--- src/rtl/pbs_pkg.sv ---
// ----------------------------------------------------------------------------
// pbs_pkg
// shared types, codes and helpers of the pattern blink sequencer
// ----------------------------------------------------------------------------
package pbs_pkg;

  localparam int unsigned TimeBitsDef  = 32;
  localparam int unsigned CountBitsDef = 16;
  localparam int unsigned DataBits     = 32;
  localparam int unsigned IdxBits      = 3;

  localparam logic [31:0] MeanderWord  = 32'h5555_5555;

  // command codes carried in func
  typedef enum logic [2:0] {
    FUNC_TICK    = 3'd0,
    FUNC_START   = 3'd1,
    FUNC_SET     = 3'd2,
    FUNC_TOGGLE  = 3'd3,
    FUNC_ENABLE  = 3'd4,
    FUNC_DISABLE = 3'd5
  } func_e;

  // run modes as reported on run_mode
  typedef enum logic [1:0] {
    MODE_DISABLED = 2'd0,
    MODE_RESET    = 2'd1,
    MODE_SET      = 2'd2,
    MODE_SEQ      = 2'd3
  } mode_e;

  // configuration register indices
  typedef enum logic [IdxBits-1:0] {
    CFG_HIGH_TIME    = 3'd0,
    CFG_LOW_TIME     = 3'd1,
    CFG_PATTERN_WORD = 3'd2,
    CFG_REPEAT_COUNT = 3'd3,
    CFG_PATTERN_MODE = 3'd4,
    CFG_INVERT       = 3'd5,
    CFG_ACTIVE_LEVEL = 3'd6
  } cfg_idx_e;

  // physical pin level for a logical level
  function automatic logic pin_drive(logic logical, logic act_level, logic inv);
    return (logical == act_level) ^ inv;
  endfunction

endpackage

--- src/rtl/pbs_if.sv ---
// ----------------------------------------------------------------------------
// pbs_if
// command and result channels of the pattern blink sequencer
// ----------------------------------------------------------------------------
interface pbs_in_if;
  logic        valid;
  logic        ready;
  logic [2:0]  func;
  logic [31:0] elapsed_ms;
  logic        level;

  modport source (output valid, output func, output elapsed_ms, output level,
                  input ready);
  modport sink   (input valid, input func, input elapsed_ms, input level,
                  output ready);
endinterface

interface pbs_out_if;
  logic        valid;
  logic        ready;
  logic        pin_out;
  logic [1:0]  run_mode;
  logic [31:0] remaining_ms;

  modport source (output valid, output pin_out, output run_mode,
                  output remaining_ms, input ready);
  modport sink   (input valid, input pin_out, input run_mode,
                  input remaining_ms, output ready);
endinterface

--- src/rtl/pattern_blink_sequencer.sv ---
// ----------------------------------------------------------------------------
// pattern_blink_sequencer
// drives one pin from tick, start, set, toggle, enable and disable commands
// ----------------------------------------------------------------------------
// One command beat is taken every clock cycle for as long as the result side
// takes beats. Its whole effect on the sequencer state (dwell count,
// rotating pattern, step count, pin level) is worked out combinationally
// by one subtract and compare on the dwell counter and a one-bit rotate,
// and the state registers take it at the accepting edge. The result beat
// appears in the output register in the cycle after the command. A new
// command is let in when the output register is empty or its beat is taken
// in the same cycle. While a result beat waits, the next command is held
// off. Configuration is written through a plain write port while no
// command is in flight, a rule the user must keep that the block does not
// enforce. TIME_BITS and COUNT_BITS set the dwell timer and repeat widths.
// ----------------------------------------------------------------------------
module pattern_blink_sequencer #(
  parameter int unsigned TIME_BITS  = pbs_pkg::TimeBitsDef,
  parameter int unsigned COUNT_BITS = pbs_pkg::CountBitsDef
) (
  input  logic                          clk_i,
  input  logic                          rst_ni,
  pbs_in_if.sink                        in_i,
  pbs_out_if.source                     out_o,
  input  logic                          cfg_we_i,
  input  logic [pbs_pkg::IdxBits-1:0]   cfg_idx_i,
  input  logic [pbs_pkg::DataBits-1:0]  cfg_data_i
);
  import pbs_pkg::*;

  // steps: count times 32 (pattern) or times 2 (meander), plus the extra pause step
  localparam int unsigned StepBits = COUNT_BITS + 6;

  // configuration registers
  logic [TIME_BITS-1:0]  high_time_q, low_time_q;
  logic [31:0]           pattern_word_q;
  logic [COUNT_BITS-1:0] repeat_count_q;
  logic                  pattern_mode_q, invert_q, active_level_q;

  // sequencer state
  mode_e                 mode_q, mode_d;
  logic [TIME_BITS-1:0]  dwell_q, dwell_d;
  logic [31:0]           pat_q, pat_d;
  logic [StepBits-1:0]   steps_q, steps_d;
  logic                  forever_q, forever_d;
  logic                  inv_q, inv_d;
  logic                  pin_q, pin_d;

  // result register
  logic                  out_valid_q;
  logic                  out_pin_q;
  mode_e                 out_mode_q;
  logic [31:0]           out_rem_q;

  logic                  in_beat;
  logic [31:0]           dwell_ext;
  logic                  dwell_holds;
  logic [StepBits-1:0]   steps_dec;
  logic [31:0]           pat_rot;
  logic [31:0]           start_pat;
  logic                  start_forever;
  logic [StepBits-1:0]   start_steps;
  logic                  start_pin;

  // the output register frees up when its beat is taken
  assign in_i.ready = !out_valid_q || out_o.ready;
  assign in_beat    = in_i.valid && in_i.ready;

  always_ff @(posedge clk_i or negedge rst_ni) begin
    if (!rst_ni) begin
      high_time_q    <= '0;
      low_time_q     <= '0;
      pattern_word_q <= MeanderWord;
      repeat_count_q <= '0;
      pattern_mode_q <= 1'b0;
      invert_q       <= 1'b0;
      active_level_q <= 1'b1;
    end else if (cfg_we_i) begin
      unique case (cfg_idx_i)
        CFG_HIGH_TIME:    high_time_q    <= cfg_data_i[TIME_BITS-1:0];
        CFG_LOW_TIME:     low_time_q     <= cfg_data_i[TIME_BITS-1:0];
        CFG_PATTERN_WORD: pattern_word_q <= cfg_data_i[31:0];
        CFG_REPEAT_COUNT: repeat_count_q <= cfg_data_i[COUNT_BITS-1:0];
        CFG_PATTERN_MODE: pattern_mode_q <= cfg_data_i[0];
        CFG_INVERT:       invert_q       <= cfg_data_i[0];
        CFG_ACTIVE_LEVEL: active_level_q <= cfg_data_i[0];
        default: ;
      endcase
    end
  end

  // tick arithmetic
  assign dwell_ext   = 32'(dwell_q);
  assign dwell_holds = dwell_ext >= in_i.elapsed_ms;
  assign steps_dec   = (!forever_q && steps_q != '0) ? steps_q - 1'b1 : steps_q;
  assign pat_rot     = {pat_q[0], pat_q[31:1]};

  // start: pattern source and step count
  assign start_pat     = pattern_mode_q ? pattern_word_q : MeanderWord;
  assign start_forever = (repeat_count_q == '1);
  assign start_steps   = start_forever ? '0 :
                         pattern_mode_q ? (StepBits'(repeat_count_q) << 5) :
                                          (StepBits'(repeat_count_q) << 1);

  always_comb begin
    mode_d    = mode_q;
    dwell_d   = dwell_q;
    pat_d     = pat_q;
    steps_d   = steps_q;
    forever_d = forever_q;
    inv_d     = inv_q;
    pin_d     = pin_q;
    start_pin = pin_q;
    case (func_e'(in_i.func))
      FUNC_TICK: begin
        if (dwell_holds) begin
          dwell_d = TIME_BITS'(dwell_ext - in_i.elapsed_ms);
        end else begin
          dwell_d = '0;
          if (mode_q == MODE_SET) begin
            pin_d = pin_drive(1'b1, active_level_q, inv_q);
          end else if (mode_q == MODE_SEQ) begin
            steps_d = steps_dec;
            if (forever_q || steps_dec != '0) begin
              pat_d   = pat_rot;
              dwell_d = pat_rot[0] ? high_time_q : low_time_q;
              pin_d   = pin_drive(pat_rot[0], active_level_q, inv_q);
            end else begin
              mode_d = MODE_RESET;
              pin_d  = pin_drive(1'b0, active_level_q, inv_q);
            end
          end else begin
            pin_d = pin_drive(1'b0, active_level_q, inv_q);
          end
        end
      end
      FUNC_START: begin
        // inversion is taken over at once, even by a running sequence
        inv_d = invert_q;
        if (mode_q == MODE_DISABLED) begin
          start_pin = pin_drive(1'b0, active_level_q, invert_q);
          pin_d     = start_pin;
          mode_d    = MODE_RESET;
        end
        if (mode_q != MODE_SEQ) begin
          pat_d     = start_pat;
          forever_d = start_forever;
          mode_d    = MODE_SEQ;
          if (start_pat[0] && (start_pin == active_level_q)) begin
            // pin already active: pause first
            steps_d = start_steps + StepBits'(!start_forever);
            dwell_d = low_time_q;
            pin_d   = pin_drive(1'b0, active_level_q, invert_q);
          end else begin
            steps_d = start_steps;
            dwell_d = start_pat[0] ? high_time_q : low_time_q;
            pin_d   = pin_drive(start_pat[0], active_level_q, invert_q);
          end
        end
      end
      FUNC_SET: begin
        dwell_d = '0;
        inv_d   = 1'b0;
        mode_d  = in_i.level ? MODE_SET : MODE_RESET;
        pin_d   = pin_drive(in_i.level, active_level_q, 1'b0);
      end
      FUNC_TOGGLE: begin
        dwell_d = '0;
        mode_d  = (pin_q == active_level_q) ? MODE_RESET : MODE_SET;
        pin_d   = pin_drive(pin_q != active_level_q, active_level_q, inv_q);
      end
      FUNC_ENABLE: begin
        mode_d = MODE_RESET;
        pin_d  = pin_drive(1'b0, active_level_q, inv_q);
      end
      FUNC_DISABLE: begin
        mode_d = MODE_DISABLED;
        pin_d  = pin_drive(1'b0, active_level_q, inv_q);
      end
      default: ;  // unused codes leave the state alone
    endcase
  end

  always_ff @(posedge clk_i or negedge rst_ni) begin
    if (!rst_ni) begin
      mode_q    <= MODE_RESET;
      dwell_q   <= '0;
      pat_q     <= '0;
      steps_q   <= '0;
      forever_q <= 1'b0;
      inv_q     <= 1'b0;
      pin_q     <= 1'b0;
    end else if (in_beat) begin
      mode_q    <= mode_d;
      dwell_q   <= dwell_d;
      pat_q     <= pat_d;
      steps_q   <= steps_d;
      forever_q <= forever_d;
      inv_q     <= inv_d;
      pin_q     <= pin_d;
    end
  end

  // result beat valid flag
  always_ff @(posedge clk_i or negedge rst_ni) begin
    if (!rst_ni) begin
      out_valid_q <= 1'b0;
    end else if (in_beat) begin
      out_valid_q <= 1'b1;
    end else if (out_o.ready) begin
      out_valid_q <= 1'b0;
    end
  end

  // result payload, loaded with the state after the command
  always_ff @(posedge clk_i) begin
    if (in_beat) begin
      out_pin_q  <= pin_d;
      out_mode_q <= mode_d;
      out_rem_q  <= 32'(dwell_d);
    end
  end

  assign out_o.valid        = out_valid_q;
  assign out_o.pin_out      = out_pin_q;
  assign out_o.run_mode     = out_mode_q;
  assign out_o.remaining_ms = out_rem_q;

endmodule

--- src/flat_wrapper.sv ---
// flat-port wrapper written by rule: the top's interface ports become plain ports
module pattern_blink_sequencer_flat import pbs_pkg::*;
#(
  parameter int unsigned TIME_BITS  = pbs_pkg::TimeBitsDef,
  parameter int unsigned COUNT_BITS = pbs_pkg::CountBitsDef
)
  (clk_i, rst_ni, cfg_we_i, cfg_idx_i, cfg_data_i, in_i_valid, in_i_func, in_i_elapsed_ms, in_i_level, in_i_ready, out_o_valid, out_o_pin_out, out_o_run_mode, out_o_remaining_ms, out_o_ready);
  pbs_in_if in_i_i ();
  pbs_out_if out_o_i ();
  input  logic clk_i;
  input  logic rst_ni;
  input  logic cfg_we_i;
  input  logic [pbs_pkg::IdxBits-1:0] cfg_idx_i;
  input  logic [pbs_pkg::DataBits-1:0] cfg_data_i;
  input wire logic [$bits(in_i_i.valid)-1:0] in_i_valid;
  input wire logic [$bits(in_i_i.func)-1:0] in_i_func;
  input wire logic [$bits(in_i_i.elapsed_ms)-1:0] in_i_elapsed_ms;
  input wire logic [$bits(in_i_i.level)-1:0] in_i_level;
  output wire logic [$bits(in_i_i.ready)-1:0] in_i_ready;
  output wire logic [$bits(out_o_i.valid)-1:0] out_o_valid;
  output wire logic [$bits(out_o_i.pin_out)-1:0] out_o_pin_out;
  output wire logic [$bits(out_o_i.run_mode)-1:0] out_o_run_mode;
  output wire logic [$bits(out_o_i.remaining_ms)-1:0] out_o_remaining_ms;
  input wire logic [$bits(out_o_i.ready)-1:0] out_o_ready;
  assign in_i_i.valid = in_i_valid;
  assign in_i_i.func = in_i_func;
  assign in_i_i.elapsed_ms = in_i_elapsed_ms;
  assign in_i_i.level = in_i_level;
  assign in_i_ready = in_i_i.ready;
  assign out_o_valid = out_o_i.valid;
  assign out_o_pin_out = out_o_i.pin_out;
  assign out_o_run_mode = out_o_i.run_mode;
  assign out_o_remaining_ms = out_o_i.remaining_ms;
  assign out_o_i.ready = out_o_ready;
  pattern_blink_sequencer #(.TIME_BITS(TIME_BITS), .COUNT_BITS(COUNT_BITS)) u_core (.clk_i(clk_i), .rst_ni(rst_ni), .in_i(in_i_i), .out_o(out_o_i), .cfg_we_i(cfg_we_i), .cfg_idx_i(cfg_idx_i), .cfg_data_i(cfg_data_i));
endmodule
--- config.mk ---
export PLATFORM = sky130hd
export DESIGN_NAME = pattern_blink_sequencer_flat
export DESIGN_NICKNAME = d
export VERILOG_FILES = /design/src/rtl/pbs_pkg.sv /design/src/rtl/pbs_if.sv /design/src/rtl/pattern_blink_sequencer.sv /design/src/flat_wrapper.sv
export SDC_FILE = /design/constraint.sdc
export NUM_CORES = 1
export LEC_CHECK = 0
export BUFFER_PORTS_ARGS = -buffer_cell sky130_fd_sc_hd__buf_2
export CAP_MARGIN = 25
export CORE_MARGIN = 4
export CORE_UTILIZATION = 60
export DETAILED_ROUTE_END_ITERATION = 12
export PLACE_DENSITY = 0.8
export SYNTH_ARGS = -nofsm -noshare
export SYNTH_HDL_FRONTEND = slang
export SYNTH_SLANG_ARGS = --single-unit
--- constraint.sdc ---
create_clock -name clk_i -period 7.4 [get_ports clk_i]
set_clock_uncertainty 0.2 [all_clocks]
set_input_delay 1.85 -clock clk_i [delete_from_list [all_inputs] [get_ports clk_i]]
set_output_delay 1.85 -clock clk_i [all_outputs]
set_load 0.01 [all_outputs]
== Yosys cells after proc, flatten, opt, wreduce, memory -nomap -nowiden ==
Index checks and enable logic that the tools add are counted.

* Register bits: 242
* Word-level logic and storage cells: 131
* Output and inout port bits: 37

* Mux-type cells: 46
* Add/subtract/negate cells: 3
* Reduce and logical (&&, ||, !) cells: 29
* Bitwise operators: 7
* $lt $le $gt $ge: 1
* Equal/unequal tests: 27

{| class="wikitable"
|+ Operators by type and width
! kind !! count
|-
| 2-to-1 mux 32 bit || 14
|-
| 2-to-1 mux 22 bit || 7
|-
| one-hot mux 32 bit (3 select lines) || 1
|-
| one-hot mux 32 bit (2 select lines) || 1
|-
| one-hot mux 22 bit (2 select lines) || 1
|-
| nonzero test 22 bit || 2
|-
| >= comparator 32 bit || 1
|-
| subtractor 32 bit || 1
|-
| adder 22 x 1 -> 22 bit || 1
|-
| subtractor 22 x 1 -> 22 bit, second input constant || 1
|-
| 2-to-1 mux 21 bit || 1
|-
| == test 16 bit, second input constant || 1
|-
| 2-to-1 mux 2 bit || 8
|-
| AND reduction 2 bit || 8
|-
| == test 3 bit, second input constant || 5
|-
| == test 3 x 2 -> 1 bit, second input constant || 4
|-
| one-hot mux 2 bit (6 select lines) || 1
|-
| 2-to-1 mux 1 bit || 10
|-
| AND reduction 7 bit || 1
|-
| == test 1 bit || 6
|-
| == test 3 x 1 -> 1 bit, second input constant || 2
|-
| zero test 3 bit || 2
|-
| inequality test 2 x 1 -> 1 bit, second input constant || 3
|-
| inequality test 2 bit, second input constant || 3
|-
| 14 further kinds || 28
|}

== Longest topological paths before layout ==
* Word-level depth: 10
* Gate-level depth with buffers: 16
* Gate-level depth less buffers: 14

== Worst setup path before layout ==
Ideal clock, no wire load.

* Path kind: input to register
* Start point: in in_i_elapsed_ms[0]
* End point: reg u_core.out_rem_q[29] (netlist: u_core.out_o.remaining_ms[29]) (data pin)
* Required time: 6938 ps
* Slack: 2293 ps
* Cell stages on the path: 13
* Arrival: 4644 ps
* Cells stage by stage: ha_1 inv_1 fa_1 a21oi_1 o21ai_0 a211o_1 a2bb2oi_1 o2111a_1 nor2_1 nor2_1 clkbuf_1 o2bb2ai_1 or2_2

* Word-level cells in the longest chain between the ends: 3

{| class="wikitable"
|+ Ends and longest elaborated chain
! element !! line !! source
|-
| from (decl) || flat_wrapper.sv:17 || <nowiki>input wire logic [$bits(in_i_i.elapsed_ms)-1:0] in_i_elapsed_ms;</nowiki>
|-
| subtractor 32 bit / >= comparator 32 bit (equally long branches) || pattern_blink_sequencer.sv:117, pattern_blink_sequencer.sv:94 ||
|-
| 2-to-1 mux 32 bit * || pattern_blink_sequencer.sv:116 || <nowiki>if (dwell_holds) begin</nowiki>
|-
| one-hot mux 32 bit (3 select lines) * || pattern_blink_sequencer.sv:114 || <nowiki>case (func_e'(in_i.func))</nowiki>
|-
| named net u_core.dwell_d[29] || pattern_blink_sequencer.sv:42 || <nowiki>logic [TIME_BITS-1:0] dwell_q, dwell_d;</nowiki>
|-
| to (signal assigned) || pattern_blink_sequencer.sv:220 || <nowiki>out_rem_q <= 32'(dwell_d);</nowiki>
|-
| to (decl) || pattern_blink_sequencer.sv:53 || <nowiki>logic [31:0] out_rem_q;</nowiki>
|}

The timed path passes the listed nets; every way through them passes the cells marked *.
A chain may end at the register's enable or synchronous reset.

== Final worst setup path ==
* Start point: in in_i_elapsed_ms[0]
* End point: reg u_core.pat_q[8]

* Word-level cells in the longest chain between the ends: 3

{| class="wikitable"
|+ Ends and longest elaborated chain
! element !! line !! source
|-
| >= comparator 32 bit || pattern_blink_sequencer.sv:94 || <nowiki>assign dwell_holds = dwell_ext >= in_i.elapsed_ms;</nowiki>
|-
| inequality test 2 bit (no line) || - ||
|-
| AND reduction 7 bit (no line) || - ||
|-
| to (signal assigned) || pattern_blink_sequencer.sv:196 || <nowiki>pat_q <= pat_d;</nowiki>
|-
| to (decl) || pattern_blink_sequencer.sv:43 || <nowiki>logic [31:0] pat_q, pat_d;</nowiki>
|}

No other way between the ends.

==> summary.txt <==
Run status
  – Outcome: finished clean

Die
  – Initial core utilization: about 60%
  – IO Pins: between 100 and 150
  – Core area: 23,500 um2
  – Die area: 26,400 um2
  – Die Ht: 162 um
  – Die Wd: about 160 um
  – Total number of placement rows: 56

Power
  – Leak Pwr: 6.93 nW
  – Worst IR Drop VDD: 0.000255 V
  – PD cells: about 320 nW/um2
  – Pwr Total: between 5 and 6 mW

Placed design
  – # port buffers: 112
  – Placer Congestion: 0.967
  – Post-DP Area: roughly 15,000 um2
  – Detailed Place HPWL: 26.4 mm

Synthesis
  – Syn Nets: ~1,600
  – Cell area after synthesis: 14,300 um2
  – Unique masters post-synth: about 80
  – Seq/Total Area, Yosys: 43.7%
  – Synth Register Bits: 242
  – Ys Warns: 0
  – Post-synth EDFFs: 35
  – Ys flop type: dfrtp_1
  – Asr flop ratio synth: about 86%
  – Syn_area_per_cell: slightly below 10 um2
  – Cells after Synth: roughly 1,500

CTS
  – CTS tree: yes
  – CTS Buf Count: 27
  – Root Buffer: clkbuf_16
  – Sink Count: 242
  – H-tree Lvls: 1
  – CTS Hold Buffers Added: 0
  – Post-CTS sizing: 0
  – Clk slew on worst S/H paths: 0.06 ns
  – Clock Path Buffers: 3
  – Later-pin clock latency in the skew report: 0.55 ns
  – Setup Fix Bufs, Post-CTS: 0

Drt
  – Routed vias: 12,100
  – Antenna viol nets, final: 0
  – Via density: 6.41
  – DRT Pass-1 Iters: 8
  – Drt first-iter violations: just over 1,000
  – Post-route DRC: 0
  – DR WL/cell: 20.9 um
  – Final wirelength: approximately 40 mm

STA
  – Slew @ Worst Pin: 0.956 ns
  – RSZ-0062 raised after global routing: false
  – Max Freq: 182 MHz
  – Final setup vio count: 0
  – Final Hold Fails: 0
  – Minimum clock period: around 5.5 ns
  – Total Neg Setup Slack: 0 ns
  – Period Utilization, post-route: 74.4%
  – Final count of pins violating max slew: 0
  – Worst slew margin: a little over a third

GRT
  – First-pass GRT wire length: 63.8 mm
  – Vias in the first global route: about 12,000
  – Initial antenna violation count: 0
  – GRT Total Usage: between 20% and 30%
  – Largest net degree at the start of global routing: 95
  – GRT overflow: 0

Setup path
  – Arr. time, crit path: 5.73 ns
  – Worst-path fanout max: 48
  – Critical Path RT: 7.62 ns
  – Crit Path Category: in2reg
  – Startpoint class of the critical path: input port
  – Nature of the critical path endpoint: flip-flop

Layout
  – Diode count: 0
  – Layout Area Growth over Synthesis: 11.7%
  – Cell area after layout: 16,000 um2
  – Final core occ: between 60 and 70%
  – Most common cell after layout, fill and taps aside: dfrtp_1
  – Commonest non-fill, non-tap cells in the layout: dfrtp_1, a21oi_1, mux2_2
  – Fillers: 1,823
  – Share of cells above drive strength 1: between 20% and 30%
  – Nets: 1,665

Job
  – Max Cap Violations: 0

Min path
  – Hold/Removal Path Class: reg2reg
## final timing paths
check                      slack (ns)                 end           startpoint  depth (start not counted)
setup / recovery                 1.89     u_core.pat_q[8]   in_i_elapsed_ms[0]                         15
hold / removal                   0.29    u_core.pat_q[22]     u_core.pat_q[22]                          1
setup reg to reg                 2.82     u_core.pat_q[8]  u_core.dwell_ext[0]                         15
hold reg to reg                  0.29    u_core.pat_q[22]     u_core.pat_q[22]                          1
max in group asynchronous        4.46     u_core.pat_q[6]               rst_ni                          2
min in group asynchronous        1.19  u_core.steps_q[12]               rst_ni                          1
## stage by stage
step,worst slack [ns],cells,hold WS (ns)
detailed placement,1.45,1843,0.277
finish,1.89,1894,0.292
floorplan,2.29,1482,0.258
global placement,1.56,1843,0.267
CTS,1.98,1893,0.294
global route,1.69,1894,0.311
## logic make-up after synthesis
| kind of cell | synth area share, % |
|---|---|
| DFF | 43.7 |
| AOI/OAI and AO/OA | 18.7 |
| buffers and inverters | 4.81 |
| adders and majority gates | 3.11 |
| and+or+nand+nor | 12.7 |
| muxes | 14.9 |
| xor gates and xnor gates | 2.14 |
## metal layers
layer	part of all wire (%)	track usage [%]	vias to the layer above
li1	-	-	5548
met2	47	47.9	594
met4	3.1	9.80	0
met1	42	42.6	5910
met3	7.6	4.02	93
met5	0	0	-
## sequential cells by signal, indices dropped and copies added (netlist names), 2 cells and up
| name | flops |
|---|---|
| u_core.pattern_word_q | 32 |
| u_core.steps_q | 22 |
| u_core.low_time_q | 32 |
| u_core.pat_q | 32 |
| u_core.high_time_q | 32 |
| u_core.out_o.run_mode | 2 |
| u_core.dwell_ext | 32 |
| u_core.out_o.remaining_ms | 32 |
| u_core.repeat_count_q | 16 |
| u_core.mode_q | 2 |
## final cells by class
cell class / count / area, um2 / share of cell area, %
sequential: 242 / 6250 / 39.1
timing repair buffer: 135 / 742 / 4.64
inverter: 85 / 319 / 1.99
multi-input combinational: 1063 / 7400 / 46.2
tap: 319 / 399 / 2.50
clock buffer: 35 / 746 / 4.66
clock inverter: 15 / 140 / 0.876
## power by group
part	internal [mW]	switching (mW)	leakage [nW]
combinational	0.797	1.01	3.69
clock	0.756	0.566	0.434
sequential	1.70	0.311	2.81
total	3.26	1.89	6.93
## cells in the mapped netlist, types with 6 or more instances
master	instances	share of area [%]
dfrtp_1	189	33
a21oi_1	141	4.9
mux2_2	127	10
o21ai_0	117	4.1
nor2_1	115	3.0
nand2_1	97	2.5
inv_1	84	2.2
clkbuf_1	80	2.1
a31oi_1	57	2.5
mux2i_1	52	3.6
edfxtp_1	35	7.3
ha_1	34	3.0
nand3_1	28	0.98
nor2b_1	24	1.0
xnor2_1	22	1.3
dfstp_2	18	3.3
mux2_1	16	1.3
nand4_1	15	0.66
a22oi_1	13	0.68
xor2_1	13	0.80
nor4_1	12	0.52
nor3_1	11	0.38
nand2b_1	10	0.44
and3_1	9	0.39
o21bai_1	8	0.42
a211oi_1	7	0.37
a21o_1	7	0.37
buf_2	7	0.24
o21a_1	7	0.37
o41ai_1	7	0.43
a32oi_1	6	0.37
or3_1	6	0.26
## critical path, cell delays in order
cell       delay (ns)
buf_2            0.11
ha_1             0.16
inv_1            0.06
fa_1             0.42
a21oi_1          0.20
o21ai_0          0.21
a211o_1          0.33
a2bb2oi_1        0.23
o2111a_1         0.35
o31ai_1          0.28
nand3_1          0.12
buf_4            0.29
o21ba_2          0.29
buf_4            0.43
mux2_1           0.39
(Power assumes the default switching activity.)
